==> src/rtl/sstm_pkg.sv <==
// ----------------------------------------------------------------------------
// sstm_pkg
// Shared constants, codes and types of the sliding SAD template matcher.
// ----------------------------------------------------------------------------
package sstm_pkg;

  localparam int MAX_WIDTH  = 32;
  localparam int MAX_LINE   = 1024;

  localparam int PIX_W      = 8;
  localparam int SUM_W      = 13;
  localparam int SAD_W      = 13;
  localparam int START_W    = 10;
  localparam int OP_W       = 2;
  localparam int COL_W      = 5;
  localparam int WW_W       = 6;
  localparam int ROWS_W     = 5;
  localparam int CFG_IDX_W  = 1;
  localparam int CFG_DATA_W = 6;

  localparam int CELL_IDX_W = (MAX_WIDTH > 1) ? $clog2(MAX_WIDTH) : 1;
  localparam int WCNT_W     = $clog2(MAX_WIDTH + 1);
  localparam int POS_W      = $clog2(MAX_LINE + 1);
  localparam int LIDX_W     = $clog2(MAX_LINE);
  localparam int CMP_W      = ((POS_W > WCNT_W) ? POS_W : WCNT_W) + 1;
  localparam int PSUM_W     = $clog2(MAX_WIDTH * ((1 << PIX_W) - 1) + 1);

  localparam logic [SUM_W-1:0] SUM_MAX = '1;
  localparam logic [SAD_W-1:0] SAD_MAX = '1;

  localparam logic [OP_W-1:0] OP_CLEAR = 2'd0;
  localparam logic [OP_W-1:0] OP_ADD   = 2'd1;
  localparam logic [OP_W-1:0] OP_SCAN  = 2'd2;

  localparam logic [CFG_IDX_W-1:0] REG_WINDOW_WIDTH  = 1'd0;
  localparam logic [CFG_IDX_W-1:0] REG_TEMPLATE_ROWS = 1'd1;

  typedef struct packed {
    logic             shift;
    logic             clr;
    logic             add;
    logic             tval_we;
    logic [PIX_W-1:0] add_val;
    logic [PIX_W-1:0] tval;
    logic [PIX_W-1:0] bcast;
  } cell_ctl_t;

  typedef struct packed {
    logic busy;
    logic done;
  } div_stat_t;

endpackage

==> src/rtl/sstm_div.sv <==
// ----------------------------------------------------------------------------
// sstm_div
// Bit-serial restoring divider: template sum over row count, one quotient
// bit per cycle, result clamped to the pixel range.
// ----------------------------------------------------------------------------
module sstm_div (
  input  logic                         clk,
  input  logic                         rst_n,
  input  logic                         start,
  input  logic [sstm_pkg::SUM_W-1:0]   dividend,
  input  logic [sstm_pkg::ROWS_W-1:0]  divisor,
  output sstm_pkg::div_stat_t          stat,
  output logic [sstm_pkg::PIX_W-1:0]   quot
);
  import sstm_pkg::*;

  localparam int CNT_W = $clog2(SUM_W);

  logic              busy_r, busy_nxt;
  logic              done_r, done_nxt;
  logic [CNT_W-1:0]  cnt_r, cnt_nxt;
  logic [SUM_W-1:0]  num_r, num_nxt;
  logic [ROWS_W-1:0] rem_r, rem_nxt;
  logic [ROWS_W-1:0] dvs_r, dvs_nxt;
  logic [ROWS_W:0]   trial;
  logic              fits;

  always_comb begin
    trial    = {rem_r, num_r[SUM_W-1]};
    fits     = trial >= {1'b0, dvs_r};
    busy_nxt = busy_r;
    done_nxt = 1'b0;
    cnt_nxt  = cnt_r;
    num_nxt  = num_r;
    rem_nxt  = rem_r;
    dvs_nxt  = dvs_r;
    if (start) begin
      busy_nxt = 1'b1;
      cnt_nxt  = '0;
      num_nxt  = dividend;
      rem_nxt  = '0;
      dvs_nxt  = divisor;
    end else if (busy_r) begin
      num_nxt = {num_r[SUM_W-2:0], fits};
      rem_nxt = fits ? ROWS_W'(trial - {1'b0, dvs_r}) : ROWS_W'(trial);
      if (cnt_r == CNT_W'(SUM_W - 1)) begin
        busy_nxt = 1'b0;
        done_nxt = 1'b1;
      end else begin
        cnt_nxt = cnt_r + 1'b1;
      end
    end
  end

  always_ff @(posedge clk) begin
    if (!rst_n) begin
      busy_r <= 1'b0;
      done_r <= 1'b0;
      cnt_r  <= '0;
    end else begin
      busy_r <= busy_nxt;
      done_r <= done_nxt;
      cnt_r  <= cnt_nxt;
    end
    num_r <= num_nxt;
    rem_r <= rem_nxt;
    dvs_r <= dvs_nxt;
  end

  assign stat.busy = busy_r;
  assign stat.done = done_r;
  assign quot      = (|num_r[SUM_W-1:PIX_W]) ? '1 : num_r[PIX_W-1:0];

endmodule

==> config.mk <==
export PLATFORM = sky130hd
export DESIGN_NAME = sstm_div
export DESIGN_NICKNAME = d
export VERILOG_FILES = /design/src/rtl/sstm_pkg.sv /design/src/rtl/sstm_div.sv
export SDC_FILE = /design/constraint.sdc
export NUM_CORES = 1
export LEC_CHECK = 0
export BUFFER_PORTS_ARGS = -buffer_cell sky130_fd_sc_hd__buf_4
export CAP_MARGIN = 5
export CORE_MARGIN = 5
export CORE_UTILIZATION = 25
export DETAILED_ROUTE_END_ITERATION = 12
export SLEW_MARGIN = 20
export SYNTH_ARGS = -nofsm -noshare
export SYNTH_HDL_FRONTEND = slang
export SYNTH_SLANG_ARGS = --single-unit
export TNS_END_PERCENT = 1
==> constraint.sdc <==
create_clock -name clk -period 4.2 [get_ports clk]
set_clock_uncertainty 0.1 [all_clocks]
set_input_delay 0.42 -clock clk [delete_from_list [all_inputs] [get_ports clk]]
set_output_delay 0.42 -clock clk [all_outputs]
set_load 0.05 [all_outputs]
==> metrics.txt <==
status=finished, final reports clean; cell area after synthesis=roughly 1500 µm²; Avg WL per Cell=12.0 µm; Antenna Cells=0; CTS H-tree depth=2; YS warnings=0; post-synthesis cell type with the largest combined area=edfxtp_1; fmax=approximately 430 MHz; DP HPWL=2110 µm; gr ovfl total=0; TritonCTS buffer count=5; minimum clock period=2.35 ns; largest net degree at the start of global routing=24; Synth Area in XOR/XNOR=2.35%; CTS Buffer Depth=2; total power=0.693 mW; Syn Nets=159; clock sink count=29; first-pass GRT wire length=4910 µm; largest cells by area after synthesis=edfxtp_1 36%, dfxtp_1 15%, mux2_2 11%, ha_1 5.9%, or3_1 3.8%; port bufs=30; Core Region=5850 µm²; Seq/Total Area, Yosys=between 50% and 60%; GRT Total Usage=8.26%; dpl cells=229; clk_lat worst skew=0.27 ns; Total Wirelength=2840 µm; CTS tree=yes; Max VDD drop=0.000181 V; # Post-CTS Setup Buffers=0; Synth Flop Type=edfxtp_1; die span in x=87.2 µm; vias in the first global route=about 1100; synthesized area per cell=11.5 µm²; pwr dens=374 nW/µm²; max incr delay on CP=approximately 0.42 ns; initial antenna violation count=0; CP max-delay cell=edfxtp_1; Synth async-reset ratio=0%; row cnt=28; Hold WC Path Type=in2reg; critical path class=reg2reg; post-synthesis mux area share=approximately a tenth; Slew @ Worst Pin=0.520 ns; Leak=0.731 nW; post-DR vias/cell=4.41; DRC=0; DRT antenna net count=0; Max Cap Viol=0; adder-cell share of the synthesized area=7.22%; Worst Path Arrival=2.27 ns; Worst slew margin=roughly two thirds; CTS clk-pin slew, worst paths=roughly 0.07 ns; die height=87.2 µm; Synth Instances=130; family with the most delay on the worst path=adder cells; simple-gate share of the synthesized area=roughly 14%; crit path launch type=flip-flop; post-synthesis compound-gate area fraction=9.74%; die area=7600 µm²; area share of the largest cell type after synthesis=36.3%; layout cells sized above 1=35.8%; number of flops mapped to enable cells by yosys=18; crit-path cells=inv_1 > ha_1 > inv_1 > fa_1 > a21oi_2 > a21oi_2 > or2_4 > mux2_2; setup TNS=0 ns; total number of vias=1044; period utilization=a little under three fifths; flops & latches, synth=29; cells resized by post-CTS repair=0; Starting Density=25.5%; # setup viols final=0; CTS root buf=clkbuf_8; Final Net Count=190; final core utilization=31.7%; Area Overhead vs Synth=24.5%; largest family of logic cells by synthesized area=simple AND/OR/NAND/NOR gates; Starting DRT DRC Count=67; Commonest cells post-synth=18 x edfxtp_1, 14 x mux2_2, 11 x dfxtp_1, 11 x inv_1, 10 x nand2_1; final hold viol count=0; Pins Over Slew Limit=0; drt pass-1 iters=4; CP Buf/Inv Count=2; CP required=just over 4 ns; post-synth cell types=31; Placer Congestion=0.791; critical path endpoint category=flip-flop; most common cell in the netlist=edfxtp_1; worst-path fanout max=6; I/O pin total=31; RSZ-0062 raised after global routing=false; final non-filler cell total=237; post-cts hold buffer count=0
-- flip-flops by register name, indices dropped and copies added (netlist names) --
register,cells
num_r,13
dvs_r,5
rem_r,5
cnt_r,4
busy_r,1
done_r,1
-- cell families (layout without fill, tap and decap cells) --
family / after synthesis / in the layout
compound gates: 17 / 17
simple gates: 41 / 41
flops: 29 / 29
xor+xnor: 4 / 4
fa+ha+maj: 8 / 8
buf+inv: 17 / 49
mux: 14 / 14
-- worst register-to-register path: stages (launching register included) --
cell and delay, ns:
edfxtp_1 0.42, inv_1 0.09, ha_1 0.16, inv_1 0.05, fa_1 0.41, a21oi_2 0.20, a21oi_2 0.12, or2_4 0.29
mux2_2 0.27
-- per-stage QoR --
stage / instance area [µm²] / hold WS, ns / worst slack, ns
floorplan: 1490 / 0.359 / 2.02
global placement: 1770 / 0.378 / 1.94
detailed placement: 1770 / 0.381 / 1.86
CTS: 1860 / 0.207 / 1.85
global route: 1860 / 0.204 / 1.75
finish: 1860 / 0.216 / 1.85
-- layout make-up --
cell class              count  area (µm²)
clock buffers               5        68.8
clock inverters             3        12.5
fillers                   617        4000
inverters                  11        41.3
multi-input cells          84         653
flip-flops and latches     29         761
well taps                  75        93.8
repair buffers             30         225
-- cells in the final DEF, fill, tap and decap left out, types with 3 or more instances in the layout --
cell,instances
clkbuf_8,5
or3_1,9
buf_4,30
nor2_1,8
o21ai_0,3
edfxtp_1,18
a21oi_1,3
mux2_2,14
inv_1,11
nand2_1,10
dfxtp_1,11
nand3_1,8
ha_1,7
-- routing by layer --
layer	routed length (µm)	global-route usage, %	share of wire (%)
met5	0	0	0
met4	29	2.93	1.0
met3	134	2.65	4.7
met2	1220	12.7	43
met1	1470	10.9	52
-- final timing paths --
kind         startpoint  endpoint  slack [ns]  cells after the start
min reg2reg    rem_r[4]  rem_r[4]        0.40                      2
max reg2reg   num_r[12]  num_r[0]        1.85                      8
min          divisor[1]  dvs_r[1]        0.22                      1
max           num_r[12]  num_r[0]        1.85                      8
-- where the power goes --
part / internal (mW) / switching (mW) / total [mW]
Sequential: 0.333 / 0.0171 / 0.350
Combinational: 0.0615 / 0.0689 / 0.130
Clock: 0.111 / 0.102 / 0.213
Power figures use the tool's default switching activity.
