## config.mk

```make
export PLATFORM = sky130hd
export DESIGN_NAME = sstm_cell
export DESIGN_NICKNAME = d
export VERILOG_FILES = /design/src/rtl/sstm_pkg.sv /design/src/rtl/sstm_cell.sv
export SDC_FILE = /design/constraint.sdc
export NUM_CORES = 1
export LEC_CHECK = 0
export BUFFER_PORTS_ARGS = -buffer_cell sky130_fd_sc_hd__buf_2
export CORE_ASPECT_RATIO = 1.4
export CORE_MARGIN = 4
export CORE_UTILIZATION = 45
export DETAILED_ROUTE_END_ITERATION = 10
export GPL_TIMING_DRIVEN = 0
export PLACE_DENSITY = 0.7
export SYNTH_ARGS = -nofsm -noshare
export SYNTH_HDL_FRONTEND = slang
export SYNTH_SLANG_ARGS = --single-unit
```

## constraint.sdc

```tcl
create_clock -name clk -period 7.4 [get_ports clk]
set_input_delay 0.74 -clock clk [delete_from_list [all_inputs] [get_ports clk]]
set_output_delay 0.74 -clock clk [all_outputs]
set_load 0.03 [all_outputs]
```

## src/rtl/sstm_pkg.sv

```systemverilog
// ----------------------------------------------------------------------------
// sstm_pkg
// Shared constants, codes and types of the sliding SAD template matcher.
// ----------------------------------------------------------------------------
package sstm_pkg;

  localparam int MAX_WIDTH  = 32;
  localparam int MAX_LINE   = 1024;

  localparam int PIX_W      = 8;
  localparam int SUM_W      = 13;
  localparam int SAD_W      = 13;
  localparam int START_W    = 10;
  localparam int OP_W       = 2;
  localparam int COL_W      = 5;
  localparam int WW_W       = 6;
  localparam int ROWS_W     = 5;
  localparam int CFG_IDX_W  = 1;
  localparam int CFG_DATA_W = 6;

  localparam int CELL_IDX_W = (MAX_WIDTH > 1) ? $clog2(MAX_WIDTH) : 1;
  localparam int WCNT_W     = $clog2(MAX_WIDTH + 1);
  localparam int POS_W      = $clog2(MAX_LINE + 1);
  localparam int LIDX_W     = $clog2(MAX_LINE);
  localparam int CMP_W      = ((POS_W > WCNT_W) ? POS_W : WCNT_W) + 1;
  localparam int PSUM_W     = $clog2(MAX_WIDTH * ((1 << PIX_W) - 1) + 1);

  localparam logic [SUM_W-1:0] SUM_MAX = '1;
  localparam logic [SAD_W-1:0] SAD_MAX = '1;

  localparam logic [OP_W-1:0] OP_CLEAR = 2'd0;
  localparam logic [OP_W-1:0] OP_ADD   = 2'd1;
  localparam logic [OP_W-1:0] OP_SCAN  = 2'd2;

  localparam logic [CFG_IDX_W-1:0] REG_WINDOW_WIDTH  = 1'd0;
  localparam logic [CFG_IDX_W-1:0] REG_TEMPLATE_ROWS = 1'd1;

  typedef struct packed {
    logic             shift;
    logic             clr;
    logic             add;
    logic             tval_we;
    logic [PIX_W-1:0] add_val;
    logic [PIX_W-1:0] tval;
    logic [PIX_W-1:0] bcast;
  } cell_ctl_t;

  typedef struct packed {
    logic busy;
    logic done;
  } div_stat_t;

endpackage

```

## src/rtl/sstm_cell.sv

```systemverilog
// ----------------------------------------------------------------------------
// sstm_cell
// One column of the matcher: delay line tap, template sum and value, and
// the partial SAD handed on to the next cell.
// ----------------------------------------------------------------------------
module sstm_cell (
  input  logic                         clk,
  input  logic                         rst_n,
  input  sstm_pkg::cell_ctl_t          ctl,
  input  logic                         sel,
  input  logic [sstm_pkg::PIX_W-1:0]   samp_in,
  input  logic [sstm_pkg::PSUM_W-1:0]  psum_in,
  output logic [sstm_pkg::PIX_W-1:0]   samp_out,
  output logic [sstm_pkg::PSUM_W-1:0]  psum_out,
  output logic [sstm_pkg::SUM_W-1:0]   tsum_out
);
  import sstm_pkg::*;

  logic [PIX_W-1:0]  samp_r, samp_nxt;
  logic [PSUM_W-1:0] psum_r, psum_nxt;
  logic [SUM_W-1:0]  tsum_r, tsum_nxt;
  logic [PIX_W-1:0]  tval_r, tval_nxt;
  logic [PIX_W-1:0]  diff;
  logic [SUM_W:0]    tsum_add;

  always_comb begin
    diff     = (ctl.bcast >= tval_r) ? (ctl.bcast - tval_r) : (tval_r - ctl.bcast);
    tsum_add = {1'b0, tsum_r} + (SUM_W+1)'(ctl.add_val);
    samp_nxt = samp_r;
    psum_nxt = psum_r;
    tsum_nxt = tsum_r;
    tval_nxt = tval_r;
    if (ctl.shift) begin
      samp_nxt = samp_in;
      psum_nxt = psum_in + PSUM_W'(diff);
    end
    if (ctl.clr) begin
      tsum_nxt = '0;
      tval_nxt = '0;
    end else begin
      if (ctl.add && sel) begin
        tsum_nxt = tsum_add[SUM_W] ? SUM_MAX : tsum_add[SUM_W-1:0];
      end
      if (ctl.tval_we && sel) begin
        tval_nxt = ctl.tval;
      end
    end
  end

  always_ff @(posedge clk) begin
    if (!rst_n) begin
      samp_r <= '0;
      psum_r <= '0;
      tsum_r <= '0;
      tval_r <= '0;
    end else begin
      samp_r <= samp_nxt;
      psum_r <= psum_nxt;
      tsum_r <= tsum_nxt;
      tval_r <= tval_nxt;
    end
  end

  assign samp_out = samp_r;
  assign psum_out = psum_r;
  assign tsum_out = tsum_r;

endmodule

```

==> impl_results.md, run 1 <==
* P_leak at 1.71 nW
* Post-synthesis xor/xnor area fraction at 0.0544
* Initial core utilization at 0.463
* Syn_nets at 452
* Ys flop type: dfxtp_1
* Status: complete, no violations
* Port Buffers at 82
* Post-Syn Instances at 365
* Multiplexer area fraction after synthesis at 0.0822
* Worst path max stage delay at 0.39 ns
* Power per cell area at 168 nW/um^2
* Crit path time final at 4.15 ns
* Worst-path fanout max at 10
* Compound-Gate Fraction of Synth Area at 0.181
* Via-to-Cell Ratio at 5.08
* Max rail drop VDD at 0.0853 mV
* Area delta synth->final at 20.0%
* Startpoint Class: input port
* # rows at 35
* Die Span Y at 106 um
* Clk_skew at 0.00333 ns
* Post-synth EDFFs at 0
* Register area share after synthesis at 0.275
* # clock sinks at 42
* Synth Area in Adders at 0.153
* Kind of critical path: input port to register
* CTS buffer count at 5
* Crit path DAT at 4.31 ns
* Synthesis warning total at 0
* Top-count cell post-synth: dfxtp_1
* CP Capture Type: register
* CP cell instances: buf_2 -> inv_1 -> ha_1 -> inv_1 -> fa_1 -> nand3_1 -> a311oi_2 -> a211oi_2 -> buf_6 -> mux2_1 -> a21oi_1 -> xnor2_1 -> ha_1 -> o21ai_0 -> a21boi_0 -> o21ai_0 -> a21oi_1 -> a21bo_2 -> a31oi_1
* Core Area at 6610 sq um
* Power, Total at 618 uW
* Root Buffer: clkbuf_8
* Synth top area cells: dfxtp_1 27%, ha_1 13%, mux2i_1 5.9%
* Tcrit/Tclk final at 0.561
* Die Wd at 77.7 um
* Critical Path RT at 7.57 ns
* GR Overflow Total at 0
* Post-Route WL at 6940 um
* # fillers at 619
* CTS resizes at 0
* CTS Buffer Depth at 2
* Synth Area in Simple Gates at 0.192
* Area leader, netlist: dfxtp_1
* DP HPWL at 5680 um
* RSZ-0062 raised after global routing: no
* CTS tree: built
* Final #Nets at 541
* Slew HR at 0.525
* Initial antenna violation count at 0
* Final setup margin at 3.25 ns
* Syn_area_per_cell at 8.38 sq um
* GPL Wtd Cong at 0.867
* Postcts setup bufs at 0
* # DRC at 0
* Final hold vios at 0
* Commonest cells post-synth: 42 x dfxtp_1, 32 x a21oi_1, 31 x ha_1, 31 x inv_1, 26 x nand2_1
* Tot GR Track Use at 0.169
* Slowest CP cell: fa_1
* Largest family of logic cells by synthesized area: simple AND/OR/NAND/NOR gates
* Antenna cell count at 0
* Antenna-violating nets left at 0
* Mapped Area at 3060 sq um
* TNS Setup at 0 ns
* Post-synth ARST share at 0
* H-tree levels at 2
* Yosys reg bits at 42
* F_max at 241 MHz
* Ratio of cells with drive above 1 in the final layout at 0.226
* HP Class: register to register
* Top-area cell type share of the netlist area at 0.275
* First-pass GRT wire length at 11500 um
* WL per Instance at 12.7 um
* # IOs at 86
* Yosys cell types at 52
* Final setup viols at 0
* Slew @ Worst Pin at 0.713 ns
* Pre-CTS WS at 2.94 ns
* Number of global-route vias before repair at 2714
* Largest net degree at the start of global routing at 14
* Reg clk slew, reported paths at 0.08 ns
* Vias at 2779
* 1st-pass router iterations at 4
* First DRT Iteration DRCs at 48
* Max Cap Violations at 0
* Slew Viols, Final at 0
* Hold Buf Count CTS at 0
* Worst skew pair latency at 0.29 ns
* DIE AREA at 8200 sq um
metal layers:
layer | up-vias | track usage | share of wire
met5 | - | 0 | 0
met4 | 0 | 0.0649 | 0.022
met3 | 15 | 0.0350 | 0.057
met2 | 82 | 0.304 | 0.50
met1 | 1231 | 0.191 | 0.42
li1 | 1451 | - | -
report_power, final:
group / switching, mW / total [mW] / internal, mW
combinational: 0.128 / 0.221 / 0.0930
clock: 0.0809 / 0.148 / 0.0667
sequential: 0.00782 / 0.249 / 0.241
cell type report:
class / instances / area, sq um / area share
plain buffers: 15 / 75.1 / 0.0204
clock inverters: 2 / 13.8 / 0.00375
repair buffers: 82 / 410 / 0.112
inverters: 31 / 116 / 0.0317
flip-flops and latches: 42 / 841 / 0.229
multi-input cells: 277 / 2030 / 0.552
well taps: 92 / 115 / 0.0314
clock buffers: 6 / 72.6 / 0.0198
through the flow:
stage	area [sq um]	std cells	hold slack, ns	utilization
global placement	3580	539	0.446	0.542
CTS	3670	547	0.464	0.555
finish	3670	547	0.462	0.555
floorplan	3060	365	0.436	-
detailed placement	3580	539	0.453	0.542
global route	3670	547	0.498	0.555
final timing paths:
kind / end / startpoint / depth (start not counted) / slack, ns
max reg2reg: psum_out[12] / tval_r[0] / 17 / 3.49
max: psum_out[12] / ctl[0] / 19 / 3.25
min: tval_r[7] / tval_r[7] / 2 / 0.46
min reg2reg: tval_r[7] / tval_r[7] / 2 / 0.46
critical path, delay by kind of cell:
family	cells	cell delay (ns)
compound gates	9	1.71
xor+xnor	1	0.10
fa+ha+maj	3	0.88
buf+inv	4	0.43
mux	1	0.33
simple gates	1	0.13
cell usage in the layout, fill, tap and decap left out, types with 2 or more instances in the layout:
master	netlist	layout
mux2_1	4	4
nor2_1	24	24
a21o_1	5	5
o21ai_0	8	8
and2_1	3	3
nand3_1	14	14
nor4_1	2	2
and3_1	3	3
nor2b_1	16	16
nand2b_1	3	3
mux2i_1	18	18
a21oi_1	32	32
buf_2	0	82
o211a_1	2	2
dfxtp_1	42	42
nor3_1	9	9
buf_6	2	2
nand3b_1	5	5
nand4_1	2	2
a211oi_1	10	10
o211ai_1	3	3
fa_1	4	4
ha_1	31	31
o21bai_1	5	5
xnor2_1	13	13
inv_1	31	31
xor2_1	6	6
or2_2	3	3
clkbuf_8	0	5
a31oi_1	4	4
o21ai_1	3	3
nand2_1	26	26
clkbuf_1	11	12
kinds of logic (layout without fill, tap and decap cells):
family          Yosys count  in the layout
buf+inv                  46            136
xor+xnor                 19             19
fa+ha+maj                35             35
mux                      24             24
simple gates            115            115
flops                    42             42
compound gates           84             84
state kept, by name (all words and copies together), names as in the netlist:
| name | flops |
|---|---|
| samp_out | 8 |
| tsum_out | 13 |
| psum_out | 13 |
| tval_r | 8 |
Note: power is estimated with default switching activity, not from simulation.
==> run 2: changes to the inputs <==
Settings changed: ABC_AREA set to 1, PLACE_DENSITY 0.7 to 0.69.
Clock period 7.4 ns to 4.3 ns, I/O delays scaled along.
==> impl_results.md, run 2 <==
* Status: complete, no violations
* Power, Total at 1.12 mW (+82%)
* Top-count cell post-synth: nand2_1
* Synthesis warning total at 0 (unchanged)
* Slew @ Worst Pin at 0.498 ns (-0.215 ns)
* GPL Wtd Cong at 0.938 (+8.2%)
* TNS Setup at 0 ns (unchanged)
* Top-area cell type share of the netlist area at 0.248 (-0.0271)
* Critical Path Most Common Cell: inv_1
* Largest net degree at the start of global routing at 16 (+2)
* Hold-critical path depth at 3 (+1)
* Critical Path RT at 4.51 ns (-3.06 ns)
* Port Buffers at 85 (+3.7%)
* P_leak at 2.22 nW (+30%)
* Final setup viols at 0 (unchanged)
* Post-synth EDFFs at 0 (unchanged)
* Core Area at 7360 sq um (+11%)
* RSZ-0062 raised after global routing: no
* Root Buffer: clkbuf_8
* Post-Route WL at 8730 um (+26%)
* Max rail drop VDD at 0.134 mV (+58%)
* Area delta synth->final at 18.8%
* CTS buffer count at 5 (unchanged)
* # clock sinks at 42 (unchanged)
* Commonest cells post-synth: 124 x nand2_1, 84 x inv_1, 74 x nor2_1
* Yosys cell types at 37 (-29%)
* Final #Nets at 713 (+32%)
* Finished Layout Cells at 724 (+32%)
* Startpoint Class: register
* Slew HR at 0.668 (+0.143)
* Hold Buf Count CTS at 0 (unchanged)
* Final std cell area, no fill at 4030 sq um (+9.9%)
* Syn_area_per_cell at 6.35 sq um (-24%)
* Mapped Area at 3390 sq um (+11%)
* Antenna cell count at 0 (unchanged)
* Cell total after placement at 716 (+33%)
* CTS resizes at 0 (unchanged)
* CP cell instances: ha_1 -> inv_1 -> fa_1 -> nand3_1 -> nand2_2 -> o21ai_2 -> nand2_4 -> o21ai_2 -> inv_2 -> fa_1 -> inv_1 -> nand3_1 -> nand2_1 -> inv_1 -> nor2_1 -> nor2_1 -> nand2_1 -> nand3_1 -> nand2_1 -> inv_1
* CTS Buffer Depth at 2 (unchanged)
* Initial antenna violation count at 0 (unchanged)
* HP Class: input port to register
* Max Cap Violations at 0 (unchanged)
* Synth top area cells: dfxtp_1 25%, nand2_1 14%, ha_1 11%
* CP Capture Type: register
* Syn_nets at 621 (+37%)
* Slew Viols, Final at 0 (unchanged)
* Met1 GRT Util at 0.201 (+0.0101)
* Number of global-route vias before repair at 3388 (+25%)
* Crit path DAT at 3.33 ns (-0.98 ns)
* DP HPWL at 7440 um (+31%)
* # rows at 37 (+5.7%)
* Worst R2R Path Depth at 20 (+3)
* First DRT Iteration DRCs at 121 (+150%)
* Postcts setup bufs at 0 (unchanged)
* First-pass GRT wire length at 14200 um (+23%)
* Ratio of cells with drive above 1 in the final layout at 0.190 (-0.0366)
* Commonest non-fill, non-tap cell in the layout: nand2_1
* Via-to-Cell Ratio at 4.91 (-3.4%)
* Post-Syn Instances at 534 (+46%)
* Placed cell area at 3940 sq um (+9.9%)
* Yosys reg bits at 42 (unchanged)
* Area of the multi-input gates at 2170 sq um (+7.0%)
* Initial core utilization at 0.461 (-0.00164)
* Worst path max stage delay at 0.43 ns (+0.04 ns)
* # DRC at 0 (unchanged)
* Met3 Track Usage GR at 0.0276 (-0.00740)
* Kind of critical path: register to register
* GR Overflow Total at 0 (unchanged)
* Clk_skew at 0.0125 ns (+0.00919 ns)
* Storage cell area at 841 sq um (unchanged)
* Area leader, netlist: dfxtp_1
* H-tree levels at 2 (unchanged)
* Tcrit/Tclk final at 0.727
* Antenna-violating nets left at 0 (unchanged)
* Die Span Y at 111 um (+4.9%)
* Die Wd at 81.4 um (+4.8%)
* Ys flop type: dfxtp_1
* Final hold vios at 0 (unchanged)
* Reg clk slew, reported paths at 0.09 ns (about the same)
* Most Used Layer, Global Route: met2
* DIE AREA at 9010 sq um (+9.9%)
* Worst skew pair latency at 0.29 ns (about the same)
* CTS tree: built
* # fillers at 775 (+25%)
* WL per Instance at 12.1 um (-4.9%)
* F_max at 320 MHz
* Slowest CP cell: fa_1
* Met2 usage at 0.362 (+0.0579)
* # IOs at 86 (unchanged)
* Crit path time final at 3.12 ns
* Power per cell area at 279 nW/um^2 (+66%)
* Post-synth ARST share at 0 (unchanged)
* Tot GR Track Use at 0.195 (+0.0260)
* Most frequent cells in the layout: 124 x nand2_1, 87 x buf_2, 84 x inv_1
* Worst-path fanout max at 8 (-2)
* Register area share after synthesis at 0.248 (-0.0271)
* Vias at 3555 (+28%)
* 1st-pass router iterations at 6 (+2)
==> run 2: through the flow <==
| step | hold slack, ns | setup slack [ns] | utilization |
|---|---|---|---|
| 3_3_place_gp | 0.458 | 0.961 | 0.535 |
| 4_1_cts | 0.348 | 1.14 | 0.548 |
| 5_1_grt | 0.352 | 0.926 | 0.548 |
| 3_5_place_dp | 0.469 | 0.889 | 0.535 |
| 2_1_floorplan | 0.433 | 1.41 | - |
| 6_report | 0.356 | 1.18 | 0.548 |
==> run 2: worst paths after layout <==
check,start,end,slack (ns)
max,tval_r[0],psum_out[6],1.18
min,samp_in[1],samp_out[1],0.36
max reg2reg,tval_r[0],psum_out[6],1.18
min reg2reg,tval_r[3],tval_r[3],0.48
==> run 2: metal layers <==
| metal | part of all wire | up-vias |
|---|---|---|
| met5 | 0 | - |
| met1 | 0.38 | 1554 |
| met3 | 0.046 | 30 |
| met2 | 0.53 | 98 |
| met4 | 0.046 | 0 |
| li1 | - | 1873 |
==> run 2: kinds of logic after synthesis <==
family / count (synthesis) / share of synthesized area
buffers and inverters: 100 / 0.113
XOR/XNOR: 15 / 0.0387
AND/OR/NAND/NOR: 255 / 0.316
adder cells (fa/ha/maj): 35 / 0.138
flip-flops: 42 / 0.248
AO/OA/AOI/OAI: 87 / 0.146
==> run 2: critical path: cells and delay by family (launching register included) <==
kind                     cells  cell delay [ns]
AND/OR/NAND/NOR             10             0.98
adder cells (fa/ha/maj)      3             1.03
buffers and inverters        5             0.35
AO/OA/AOI/OAI                2             0.34
flip-flops                   1             0.34
==> run 2: report_power, final <==
group | switching, mW | internal, mW | leakage [nW]
Sequential | 0.0129 | 0.414 | 0.345
Combinational | 0.284 | 0.153 | 1.84
Clock | 0.144 | 0.116 | 0.0408
==> run 2: final cells by class <==
cell class | instances | area share
Clock buffer | 5 | 0.0171
Tap cell | 97 | 0.0301
Inverter | 90 | 0.0850
Clock inverter | 3 | 0.00590
Sequential cell | 42 | 0.209
Buffer | 10 | 0.0102
Multi-Input combinational cell | 392 | 0.538
Timing Repair Buffer | 85 | 0.105
